===== config.mk =====
export PLATFORM = sky130hd
export DESIGN_NAME = bitonic_sort_engine_top_flat
export DESIGN_NICKNAME = d
export VERILOG_FILES = /design/src/rtl/bse_pkg.sv /design/src/rtl/bse_if.sv /design/src/rtl/bse_ram.sv /design/src/rtl/bitonic_sort_engine_top.sv /design/src/flat_wrapper.sv
export SDC_FILE = /design/constraint.sdc
export NUM_CORES = 2
export LEC_CHECK = 0
export BUFFER_PORTS_ARGS = -buffer_cell sky130_fd_sc_hd__buf_2
export CAP_MARGIN = 10
export CORE_MARGIN = 2
export CORE_UTILIZATION = 45
export DETAILED_ROUTE_END_ITERATION = 10
export PLACE_DENSITY = 0.61
export SLEW_MARGIN = 20
export SYNTH_ARGS = -nofsm -noshare
export SYNTH_HDL_FRONTEND = slang
export SYNTH_SLANG_ARGS = --single-unit

===== constraint.sdc =====
create_clock -name i_clk -period 6 [get_ports i_clk]
set_input_delay 1.8 -clock i_clk [delete_from_list [all_inputs] [get_ports i_clk]]
set_output_delay 1.8 -clock i_clk [all_outputs]
set_load 0.005 [all_outputs]

===== src/rtl/bse_pkg.sv =====
// shared widths, reset values and sequencer state type for the bitonic sort engine
`default_nettype none

package bse_pkg;

    localparam int VALUE_W = 32;
    localparam int LOG_W   = 3;

    localparam logic [LOG_W-1:0] LOG_COUNT_RESET = 3'd6;

    typedef enum logic [5:0] {
        S_LOAD = 6'b000001,
        S_READ = 6'b000010,
        S_CMP  = 6'b000100,
        S_WR   = 6'b001000,
        S_PRE  = 6'b010000,
        S_EMIT = 6'b100000
    } t_state;

endpackage

`default_nettype wire


===== src/rtl/bse_if.sv =====
// valid/ready channel interfaces: value input, sorted output and configuration write
`default_nettype none

interface bse_in_if;
    import bse_pkg::*;

    logic               valid;
    logic               ready;
    logic [VALUE_W-1:0] value;

    modport source (output valid, output value, input ready);
    modport sink   (input valid, input value, output ready);
endinterface

interface bse_out_if;
    import bse_pkg::*;

    logic               valid;
    logic               ready;
    logic [VALUE_W-1:0] sorted_value;
    logic               last_out;

    modport source (output valid, output sorted_value, output last_out, input ready);
    modport sink   (input valid, input sorted_value, input last_out, output ready);
endinterface

interface bse_cfg_if;
    import bse_pkg::*;

    logic             valid;
    logic             ready;
    logic [LOG_W-1:0] log_count;

    modport source (output valid, output log_count, input ready);
    modport sink   (input valid, input log_count, output ready);
endinterface

`default_nettype wire


===== src/rtl/bse_ram.sv =====
// generic single-write, single-read ram with registered read data
`default_nettype none

module bse_ram #(
    parameter int WIDTH = 32,
    parameter int DEPTH = 64
) (
    input  wire                     i_clk,
    input  wire                     i_wr_en,
    input  wire [$clog2(DEPTH)-1:0] i_wr_addr,
    input  wire [WIDTH-1:0]         i_wr_data,
    input  wire [$clog2(DEPTH)-1:0] i_rd_addr,
    output logic [WIDTH-1:0]        o_rd_data
);

    logic [WIDTH-1:0] r_mem [DEPTH];
    logic [WIDTH-1:0] r_rd_data;

    always_ff @(posedge i_clk) begin
        if (i_wr_en) begin
            r_mem[i_wr_addr] <= i_wr_data;
        end
        r_rd_data <= r_mem[i_rd_addr];
    end

    assign o_rd_data = r_rd_data;

endmodule

`default_nettype wire


===== src/rtl/bitonic_sort_engine_top.sv =====
// bitonic sort engine: block load, shared compare-exchange sequencer, sorted emit
//
//  channel   dir  handshake     beat carries
//  i_cfg     in   valid/ready   log_count (block size 2^log_count, capped at the largest power of two <= MAX_ELEMENTS)
//  i_in      in   valid/ready   value, one per beat, n beats per block
//  o_out     out  valid/ready   sorted_value, last_out on the final beat of the block
//
//  load takes one beat a cycle; the last beat of a block starts the sort
//  the sort runs one compare-exchange at a time on a dual-read copy of the store:
//  each pair is read then compared (READ, CMP), with a WR step added when the pair
//  swaps (one write port); (n/2)*log2(n)*(log2(n)+1)/2 pairs per block; then a PRE
//  setup step and one beat a cycle out while o_out is not stalled; i_in and i_cfg
//  are not ready from the last beat of a block until the final result is registered
//  synchronous active-low reset returns to load with log_count 6 and an empty block
//  o_out stalls hold the emit sequencer; the output register parts the two sides
`default_nettype none

module bitonic_sort_engine_top #(
    parameter int MAX_ELEMENTS = 64
) (
    input  wire       i_clk,
    input  wire       i_rst_n,
    bse_cfg_if.sink   i_cfg,
    bse_in_if.sink    i_in,
    bse_out_if.source o_out
);
    import bse_pkg::*;

    localparam int LOG_MAX = $clog2(MAX_ELEMENTS + 1) - 1;
    localparam int IW      = LOG_MAX;
    localparam int NW      = LOG_MAX + 1;
    localparam int AW      = $clog2(MAX_ELEMENTS);
    localparam logic [NW-1:0] N_MAX = NW'(1) << LOG_MAX;

    t_state             r_state, n_state;
    logic [LOG_W-1:0]   r_log_count, n_log_count;
    logic [IW-1:0]      r_load_cnt, n_load_cnt;
    logic [NW-1:0]      r_k, n_k;
    logic [IW-1:0]      r_j, n_j;
    logic [IW-1:0]      r_p, n_p;
    logic [IW-1:0]      r_e, n_e;
    logic [VALUE_W-1:0] r_a, n_a;
    logic               r_out_valid, n_out_valid;
    logic [VALUE_W-1:0] r_out_value, n_out_value;
    logic               r_out_last, n_out_last;

    logic [NW-1:0]      w_n;
    logic [NW-1:0]      w_n_m1;
    logic [NW-1:0]      w_half_m1;
    logic [IW-1:0]      w_mask;
    logic [IW-1:0]      w_i;
    logic [IW-1:0]      w_l;
    logic               w_up;
    logic               w_swap;
    logic               w_slot;
    logic               w_adv;
    logic               w_in_fire;
    logic               w_cfg_fire;

    logic               w_wr_en;
    logic [AW-1:0]      w_wr_addr;
    logic [VALUE_W-1:0] w_wr_data;
    logic [AW-1:0]      w_rd_addr0;
    logic [VALUE_W-1:0] w_q0;
    logic [VALUE_W-1:0] w_q1;

    // block size, saturated to the largest power of two the store holds
    assign w_n       = (int'(r_log_count) > LOG_MAX) ? N_MAX : (NW'(1) << r_log_count);
    assign w_n_m1    = w_n - NW'(1);
    assign w_half_m1 = (w_n >> 1) - NW'(1);

    // pair index p -> lower element i (zero inserted at the bit of j), partner l
    assign w_mask = r_j - IW'(1);
    assign w_i    = ((r_p & ~w_mask) << 1) | (r_p & w_mask);
    assign w_l    = w_i | r_j;
    assign w_up   = (({1'b0, w_i} & r_k) == '0);
    assign w_swap = w_up ? (w_q0 > w_q1) : (w_q0 < w_q1);

    assign w_in_fire  = i_in.valid && i_in.ready;
    assign w_cfg_fire = i_cfg.valid && i_cfg.ready;
    assign w_slot     = !r_out_valid || o_out.ready;
    assign w_adv      = ((r_state == S_CMP) && !w_swap) || (r_state == S_WR);

    assign i_cfg.ready        = (r_state == S_LOAD);
    assign i_in.ready         = (r_state == S_LOAD);
    assign o_out.valid        = r_out_valid;
    assign o_out.sorted_value = r_out_value;
    assign o_out.last_out     = r_out_last;

    // store write port: load beat, low half of a swap, high half of a swap
    always_comb begin
        w_wr_en   = 1'b0;
        w_wr_addr = AW'(r_load_cnt);
        w_wr_data = i_in.value;
        unique case (r_state)
            S_LOAD: begin
                w_wr_en = w_in_fire;
            end
            S_CMP: begin
                w_wr_en   = w_swap;
                w_wr_addr = AW'(w_i);
                w_wr_data = w_q1;
            end
            S_WR: begin
                w_wr_en   = 1'b1;
                w_wr_addr = AW'(w_l);
                w_wr_data = r_a;
            end
            S_READ, S_PRE, S_EMIT: begin
                w_wr_en = 1'b0;
            end
            default: begin
                w_wr_en = 1'b0;
            end
        endcase
    end

    always_comb begin
        unique case (r_state)
            S_PRE:   w_rd_addr0 = AW'(r_e);
            S_EMIT:  w_rd_addr0 = w_slot ? AW'(r_e + IW'(1)) : AW'(r_e);
            default: w_rd_addr0 = AW'(w_i);
        endcase
    end

    // two copies written alike give the two read ports a compare-exchange needs
    bse_ram #(
        .WIDTH (VALUE_W),
        .DEPTH (MAX_ELEMENTS)
    ) u_ram_lo (
        .i_clk     (i_clk),
        .i_wr_en   (w_wr_en),
        .i_wr_addr (w_wr_addr),
        .i_wr_data (w_wr_data),
        .i_rd_addr (w_rd_addr0),
        .o_rd_data (w_q0)
    );

    bse_ram #(
        .WIDTH (VALUE_W),
        .DEPTH (MAX_ELEMENTS)
    ) u_ram_hi (
        .i_clk     (i_clk),
        .i_wr_en   (w_wr_en),
        .i_wr_addr (w_wr_addr),
        .i_wr_data (w_wr_data),
        .i_rd_addr (AW'(w_l)),
        .o_rd_data (w_q1)
    );

    always_comb begin
        n_state     = r_state;
        n_log_count = r_log_count;
        n_load_cnt  = r_load_cnt;
        n_k         = r_k;
        n_j         = r_j;
        n_p         = r_p;
        n_e         = r_e;
        n_a         = r_a;
        n_out_valid = r_out_valid;
        n_out_value = r_out_value;
        n_out_last  = r_out_last;

        if (r_out_valid && o_out.ready) begin
            n_out_valid = 1'b0;
        end

        unique case (r_state)
            S_LOAD: begin
                if (w_in_fire) begin
                    if (r_load_cnt == w_n_m1[IW-1:0]) begin
                        n_load_cnt = '0;
                        n_k        = NW'(2);
                        n_j        = IW'(1);
                        n_p        = '0;
                        n_e        = '0;
                        n_state    = (w_n == NW'(1)) ? S_PRE : S_READ;
                    end else begin
                        n_load_cnt = r_load_cnt + IW'(1);
                    end
                end
            end
            S_READ: begin
                n_state = S_CMP;
            end
            S_CMP: begin
                n_a = w_q0;
                if (w_swap) begin
                    n_state = S_WR;
                end
            end
            S_WR: begin
                n_state = S_READ;
            end
            S_PRE: begin
                n_state = S_EMIT;
            end
            S_EMIT: begin
                if (w_slot) begin
                    n_out_valid = 1'b1;
                    n_out_value = w_q0;
                    n_out_last  = (r_e == w_n_m1[IW-1:0]);
                    if (r_e == w_n_m1[IW-1:0]) begin
                        n_state = S_LOAD;
                    end else begin
                        n_e = r_e + IW'(1);
                    end
                end
            end
            default: begin
                n_state = S_LOAD;
            end
        endcase

        // step to the next pair, then next distance, then next stage size
        if (w_adv) begin
            n_state = S_READ;
            if (r_p == w_half_m1[IW-1:0]) begin
                n_p = '0;
                if (r_j == IW'(1)) begin
                    if (r_k == w_n) begin
                        n_state = S_PRE;
                    end else begin
                        n_k = r_k << 1;
                        n_j = r_k[IW-1:0];
                    end
                end else begin
                    n_j = r_j >> 1;
                end
            end else begin
                n_p = r_p + IW'(1);
            end
        end

        // a log_count write drops any partial block
        if (w_cfg_fire) begin
            n_log_count = i_cfg.log_count;
            n_load_cnt  = '0;
        end
    end

    always_ff @(posedge i_clk) begin
        if (!i_rst_n) begin
            r_state     <= S_LOAD;
            r_log_count <= LOG_COUNT_RESET;
            r_load_cnt  <= '0;
            r_k         <= '0;
            r_j         <= '0;
            r_p         <= '0;
            r_e         <= '0;
            r_out_valid <= 1'b0;
        end else begin
            r_state     <= n_state;
            r_log_count <= n_log_count;
            r_load_cnt  <= n_load_cnt;
            r_k         <= n_k;
            r_j         <= n_j;
            r_p         <= n_p;
            r_e         <= n_e;
            r_out_valid <= n_out_valid;
        end
    end

    always_ff @(posedge i_clk) begin
        r_a         <= n_a;
        r_out_value <= n_out_value;
        r_out_last  <= n_out_last;
    end

endmodule

`default_nettype wire


===== src/flat_wrapper.sv =====
// flat-port wrapper written by rule: the top's interface ports become plain ports
module bitonic_sort_engine_top_flat import bse_pkg::*;
#(
    parameter int MAX_ELEMENTS = 64
)
  (i_clk, i_rst_n, i_cfg_valid, i_cfg_log_count, i_cfg_ready, i_in_valid, i_in_value, i_in_ready, o_out_valid, o_out_sorted_value, o_out_last_out, o_out_ready);
  bse_cfg_if i_cfg_i ();
  bse_in_if i_in_i ();
  bse_out_if o_out_i ();
  input  wire i_clk;
  input  wire i_rst_n;
  input wire logic [$bits(i_cfg_i.valid)-1:0] i_cfg_valid;
  input wire logic [$bits(i_cfg_i.log_count)-1:0] i_cfg_log_count;
  output wire logic [$bits(i_cfg_i.ready)-1:0] i_cfg_ready;
  input wire logic [$bits(i_in_i.valid)-1:0] i_in_valid;
  input wire logic [$bits(i_in_i.value)-1:0] i_in_value;
  output wire logic [$bits(i_in_i.ready)-1:0] i_in_ready;
  output wire logic [$bits(o_out_i.valid)-1:0] o_out_valid;
  output wire logic [$bits(o_out_i.sorted_value)-1:0] o_out_sorted_value;
  output wire logic [$bits(o_out_i.last_out)-1:0] o_out_last_out;
  input wire logic [$bits(o_out_i.ready)-1:0] o_out_ready;
  assign i_cfg_i.valid = i_cfg_valid;
  assign i_cfg_i.log_count = i_cfg_log_count;
  assign i_cfg_ready = i_cfg_i.ready;
  assign i_in_i.valid = i_in_valid;
  assign i_in_i.value = i_in_value;
  assign i_in_ready = i_in_i.ready;
  assign o_out_valid = o_out_i.valid;
  assign o_out_sorted_value = o_out_i.sorted_value;
  assign o_out_last_out = o_out_i.last_out;
  assign o_out_i.ready = o_out_ready;
  bitonic_sort_engine_top #(.MAX_ELEMENTS(MAX_ELEMENTS)) u_core (.i_clk(i_clk), .i_rst_n(i_rst_n), .i_cfg(i_cfg_i), .i_in(i_in_i), .o_out(o_out_i));
endmodule

[After elaboration in Yosys (flattened, before gate mapping)]
Memories as Yosys holds them, arrays and structs flattened. A register that Yosys moved wholly into a read port is not among the register bits.
Cells that the tools add are included.
Storage, ports and cells
  register bits: 106
  memory bits (writable): 4096
  bits of input ports: 40
  output and inout bits: 36
  logic and storage cells: 116
  memories: 2
Cells by class
  $add $sub $neg: 6
  order comparisons: 3
  eq/ne operators: 21
  shifts and indexed selects: 1
  mux-type cells: 46
  bitwise gates (word level): 7
  reduce and logical (&&, ||, !) cells: 19
Memory list
  u_core.u_ram_hi.r_mem: depth 64, width 32, read ports 1, clocked after Yosys merged registers in 1, write ports 1, line bse_ram.sv:16  | logic [WIDTH-1:0] r_mem [DEPTH];
  u_core.u_ram_lo.r_mem: depth 64, width 32, read ports 1, clocked after Yosys merged registers in 1, write ports 1, line bse_ram.sv:16
Operators by type and width (count)
  $mux W6: 24
  $pmux W32 S2: 1
  $mux W7: 8
  $pmux W6 S2: 3
  $pmux W6 S6: 1
  $gt A32 B32 Y1: 1
  $lt A32 B32 Y1: 1
  $add A6 B1 Y6 const B: 3
  $eq A6 B6 Y1: 3
  $sub A6 B1 Y6 const B: 3
  $eq A6 B1 Y1 const B: 2
  $or A6 B6 Y6: 2
  $mux W5: 2
  $reduce_and A5 Y1: 2
  $ne A3 B1 Y1 const B: 3
  $reduce_bool A2 Y1: 4
  $and A6 B7 Y7: 1
  $eq A7 B1 Y1 const B: 1
  $eq A7 B7 Y1: 1
  $logic_not A7 Y1: 1
  $shl A1 B3 Y7 const A: 1
  $and A6 B6 Y6: 1
  $eq A6 B2 Y1 const B: 1
  $eq A6 B3 Y1 const B: 1
  18 further kinds: 32

[Logic depth before layout (Yosys ltp)]
  word-level depth: 12
  gate-level depth with buffers: 17

[Hierarchy]
Synthesis repeated with hierarchy kept, for this count alone.
Unflattened totals
  cell total of the unflattened synthesis: 7354
  area total of the unflattened synthesis: 163599.4 µm²
By module, submodules not included
  bse_ram: times used 2, cells an instance 3324, area an instance 78515.3 µm², sequential area each 62139.6 µm²
  bitonic_sort_engine_top: times used 1, cells an instance 706, area an instance 6568.8 µm², sequential area each 2772.7 µm²

[Worst setup path before layout]
Ideal clock, no wire load.
  path kind: reg2reg
  start: register u_core.r_j[0]
  end: memory u_core.u_ram_hi.r_mem[57][0] (enable)
  arrival: 4339 ps
  required time: 5579 ps
  setup slack: 1240 ps
  stages on the path, launching flop included: 14
  path buffers: 2
  period minus slack after synthesis: 4760 ps
  cell sequence: dfxtp_1 > clkbuf_1 > inv_1 > ha_1 > mux2_2 > a22oi_1 > nand2_1 > a2111oi_2 > o21ai_1 > mux2i_1 > a211oi_1 > or3b_2 > clkbuf_1 > nor2_1
Between the ends
  cells in the longest elaborated chain, start to end: 10
  elaborated cells on any way between the ends: 13
RTL lines
  start: declaration: line bitonic_sort_engine_top.sv:39  | logic [IW-1:0] r_j, n_j;
  start signal: assignment: line bitonic_sort_engine_top.sv:257  | r_j <= n_j;
  $sub A6 B1 Y6: line bitonic_sort_engine_top.sv:73  | assign w_mask = r_j - IW'(1);
  $not A5 Y5: line bitonic_sort_engine_top.sv:74  | assign w_i = ((r_p & ~w_mask) << 1) | (r_p & w_mask);
  $and A5 B5 Y5: line bitonic_sort_engine_top.sv:74
  $or A6 B6 Y6: line bitonic_sort_engine_top.sv:74
  $and A6 B7 Y7: line bitonic_sort_engine_top.sv:76  | assign w_up = (({1'b0, w_i} & r_k) == '0);
  $logic_not A7 Y1: line bitonic_sort_engine_top.sv:76
  $mux W1: line bitonic_sort_engine_top.sv:77  | assign w_swap = w_up ? (w_q0 > w_q1) : (w_q0 < w_q1);
  $pmux W1 S3: line bitonic_sort_engine_top.sv:95  | unique case (r_state)
  $mux W1: line bse_ram.sv:20  | if (i_wr_en) begin
  $mux W1 (not written as such): line bse_ram.sv:21  | r_mem[i_wr_addr] <= i_wr_data;
  end: declaration: line bse_ram.sv:16
Parallel ways exist; a longest one is shown, timed or not.

[Worst setup path after layout]
  start: register u_core.r_j[0]
  end: register u_core.u_ram_lo.r_rd_data[28], in the netlist u_core.u_ram_lo.o_rd_data[28], read port of u_core.u_ram_lo.r_mem
Between the ends
  cells in the longest elaborated chain, start to end: 5
  elaborated cells on any way between the ends: 6
RTL lines
  $sub A6 B1 Y6 (*): line bitonic_sort_engine_top.sv:73
  $not A5 Y5: line bitonic_sort_engine_top.sv:74
  $and A5 B5 Y5: line bitonic_sort_engine_top.sv:74
  $or A6 B6 Y6 (*): line bitonic_sort_engine_top.sv:74
  $pmux W6 S2 (*): line bitonic_sort_engine_top.sv:119  | unique case (r_state)
  end: declaration: line bse_ram.sv:17  | logic [WIDTH-1:0] r_rd_data;
Mark *: on every way between the ends. The rest lies on a longest branch, timed or not.
A chain may end at the register's enable or synchronous reset.

==> results.py <==
metrics = {
    "sta": {
        "hold_viol_final": 0,
        "rsz0062_at_grt": "false",
        "relSlewSlack_pct": 16.7,
        "setup_ws_ps": 492,
        "hold_ws_ps": 498,
        "finalSetupViolCount": 0,
        "finalSetupTns_ps": 0,
        "period_needed_ps": 5510,
        "min_period_over_period_pct": 91.8,
        "worst_pin_slew_ps": 1240,
        "finalClockSkew_ps": 40.6,
        "slew_violations": 0,
        "fmax_mhz": 182,
    },
    "clocking": {
        "cts_made_buffers": 219,
        "htree_num_levels": 4,
        "clockRootBuffer": "clkbuf_16",
        "cts_resized": 0,
        "clk_pin_slew_ps": 60,
        "numClockSinks": 2218,
        "cts_setup_buffers": 0,
        "hold_buffers": 0,
        "cts_tree": "built",
        "cts_buffer_depth": 3,
        "clk-insertion-delay-late_ps": 900,
    },
    "hold_path": {
        "hp-class": "reg -> reg",
    },
    "floorplan": {
        "core_sq_um": 230000,
        "fp.dieW_um": 486,
        "rows": 176,
        "io-pin-count": 76,
        "dieArea_sq_um": 236000,
        "initial_core_util_pct": 45.4,
        "die_y_um": 486,
    },
    "critical_path": {
        "cp_data_required_time_ps": 6750,
        "end_kind": "flop",
        "r2r_slack_ps": 490,
        "reg2reg_from": "u_core.r_j[0]$_SDFF_PN0_",
        "reg2reg_to": "u_core.u_ram_lo.o_rd_data[28]$_DFF_P_",
        "startpoint": "u_core.r_j[0]$_SDFF_PN0_",
        "rr_worst_depth": 15,
        "path_max_fanout": 16,
        "cp-endpoint": "u_core.u_ram_lo.o_rd_data[28]$_DFF_P_",
        "cp.arrival_ps": 6250,
        "startpoint_type": "flop",
        "path_class": "reg -> reg",
    },
    "power": {
        "power.ir.vdd_worst_mv": 0.246,
        "power.density_nw_per_um2": 269,
        "p_leak_uw": 0.0408,
    },
    "grt": {
        "grt_pass1_vias": 72024,
        "antenna_found_initial": 31,
        "grt_overflow": 0,
        "grt_pass1_wl_mm": 525,
        "grt_usage_pct": 30.9,
        "grt_max_degree": 114,
    },
    "routing": {
        "totalWireLength_mm": 372,
        "vias": 75382,
        "drtIter0Drc": 11918,
        "viasPerCell": 6.71,
        "wl_per_cell_um": 33.1,
        "route.detailed.drc": 0,
        "ant_nets": 0,
        "drt_first_pass_iters": 7,
    },
    "synth": {
        "synthCells": 7885,
        "synth_seq_cells": 2218,
        "synth.distinct_cells": 80,
        "synth-main-ff-cell": "edfxtp_1",
        "synth_edf_count": 2113,
        "avgSynthCellArea_sq_um": 13.2,
        "syn_area_sq_um": 104000,
        "synthArstFlopShare_pct": 0,
        "yosys_warnings": 0,
        "ys_seq_area_share_pct": 62.7,
        "synth_nets": 7968,
    },
    "job": {
        "drv_cap": 0,
    },
    "placed_design": {
        "hpwl_mm": 235,
        "port_buffers": 75,
        "post-place-ws_ps": 228,
        "routabilityCongestion": 0.949,
    },
    "final_layout": {
        "drive_gt1_share_pct": 19.3,
        "area_growth_pct": 13.4,
        "final_core_util_pct": 51.4,
        "nets": 8087,
    },
    "run_status": {
        "outcome": "complete, no violations",
    },
}
power by group:
| group | total, uW | switching (uW) | internal (uW) |
|---|---|---|---|
| registers | 17200 | 166 | 17000 |
| clock network | 13700 | 6060 | 7610 |
| logic | 924 | 664 | 260 |
| total | 31800 | 6890 | 24900 |
stage by stage:
step	cells	power [uW]	instance area, sq um
4_1_cts	11213	31900	118000
5_1_grt	11214	32500	118000
3_3_place_gp	10809	18400	111000
2_1_floorplan	7885	17900	104000
6_report	11234	31800	118000
3_5_place_dp	10809	18400	111000
cells in the mapped netlist (5+ instances only):
cell type | count | area (sq um)
a211oi_1 | 89 | 668
a21boi_0 | 9 | 67.6
a21o_1 | 14 | 105
a21oi_1 | 156 | 781
a221o_1 | 9 | 90.1
a221oi_1 | 43 | 377
a22oi_1 | 56 | 420
a311oi_1 | 97 | 850
a31oi_1 | 183 | 1140
a32oi_1 | 80 | 701
and3_1 | 209 | 1310
buf_1 | 69 | 259
buf_2 | 148 | 741
buf_4 | 18 | 135
clkbuf_1 | 373 | 1400
dfxtp_1 | 105 | 2100
edfxtp_1 | 2113 | 63500
ha_1 | 43 | 538
inv_1 | 49 | 184
mux2_2 | 5 | 56.3
mux2i_1 | 152 | 1520
mux4_2 | 589 | 13300
nand2_1 | 2056 | 7720
nand2b_1 | 14 | 87.6
nand3_1 | 722 | 3610
nand4_1 | 23 | 144
nor2_1 | 149 | 559
nor2b_1 | 12 | 75.1
nor3_1 | 36 | 180
nor4_1 | 14 | 87.6
o211ai_1 | 11 | 82.6
o21a_1 | 10 | 75.1
o21ai_0 | 56 | 280
o221ai_1 | 10 | 87.6
o22ai_1 | 25 | 156
o31ai_1 | 7 | 52.6
or2_2 | 8 | 50.1
or3_1 | 9 | 56.3
or3b_2 | 5 | 43.8
or4_1 | 16 | 120
xnor2_1 | 15 | 131
xor2_1 | 12 | 105
state kept, by name (all words and copies together), names as in the netlist:
name                       count
u_core.r_state                 6
u_core.o_out.valid             1
u_core.o_out.last_out          1
u_core.r_k                     7
u_core.r_a                    32
u_core.r_load_cnt              6
u_core.r_j                     6
u_core.r_p                     6
u_core.u_ram_lo.r_mem       2016
u_core.u_ram_hi.r_mem         32
u_core.o_out.sorted_value     32
u_core.r_e                     6
u_core.u_ram_lo.o_rd_data     32
u_core.r_log_count             3
u_core.u_ram_hi.o_rd_data     32
routing by layer:
metal	track usage, %	part of all wire (%)
met4	12.8	4.5
met2	46.5	44
met3	10.3	14
met5	0	0.032
met1	41.2	37
kinds of logic after synthesis:
kind of cell / Yosys count / share of synthesized area, %
AND/OR/NAND/NOR: 3302 / 13.7
flip-flops: 2218 / 62.7
AO/OA/AOI/OAI: 890 / 6.01
multiplexers: 746 / 14.2
buffers and inverters: 659 / 2.62
adder cells (fa/ha/maj): 43 / 0.515
XOR/XNOR: 27 / 0.226
final cells by class:
cell class	instances	area (sq um)
antenna	21	52.6
multi-input combinational	5008	37000
fill	19230	112000
sequential	2218	65600
clock buffer	270	5750
clock inverter	134	1240
timing repair buffer	508	4850
inverter	49	184
tap	3026	3790
worst max-delay path, stage by stage, from the launching register on:
cell and delay [ps]:
dfxtp_1 590, inv_1 200, ha_1 260, xor2_1 190
a22oi_1 650, o22ai_1 280, or2_4 450, nor2_2 700
buf_4 250, a32oi_1 120, a32oi_1 220, o21ai_0 110
buf_4 180, nor3_1 790, buf_4 240, o41ai_1 90
worst min-delay path by stage:
stage	from	cells after the start	endpoint
floorplan	u_core.u_ram_lo.o_rd_data[0]$_DFF_P_	0	u_core.o_out.sorted_value[0]$_DFFE_PP_
global placement	u_core.r_k[6]$_SDFF_PN0_	2	u_core.r_k[6]$_SDFF_PN0_
detailed placement	u_core.r_k[6]$_SDFF_PN0_	2	u_core.r_k[6]$_SDFF_PN0_
CTS	u_core.r_k[6]$_SDFF_PN0_	2	u_core.r_k[6]$_SDFF_PN0_
global route	u_core.r_k[6]$_SDFF_PN0_	2	u_core.r_k[6]$_SDFF_PN0_
finish	u_core.r_k[6]$_SDFF_PN0_	2	u_core.r_k[6]$_SDFF_PN0_
layout by cell type (no fill, tap or decap), types with 44 or more instances in the layout:
master / n
clkbuf_1: 44
buf_2: 75
mux4_2: 589
a311oi_1: 96
edfxtp_1: 2113
nor2_4: 76
buf_4: 335
buf_12: 98
inv_1: 49
o21ai_0: 56
a32oi_1: 80
nand2_1: 2021
dfxtp_1: 105
a211oi_1: 88
and3_1: 209
mux2i_1: 152
a22oi_1: 56
nor2_1: 68
nand3_1: 722
a21oi_1: 156
clkinv_1: 44
a31oi_1: 181
clkbuf_16: 220
Note: power is estimated with default switching activity, not from simulation.
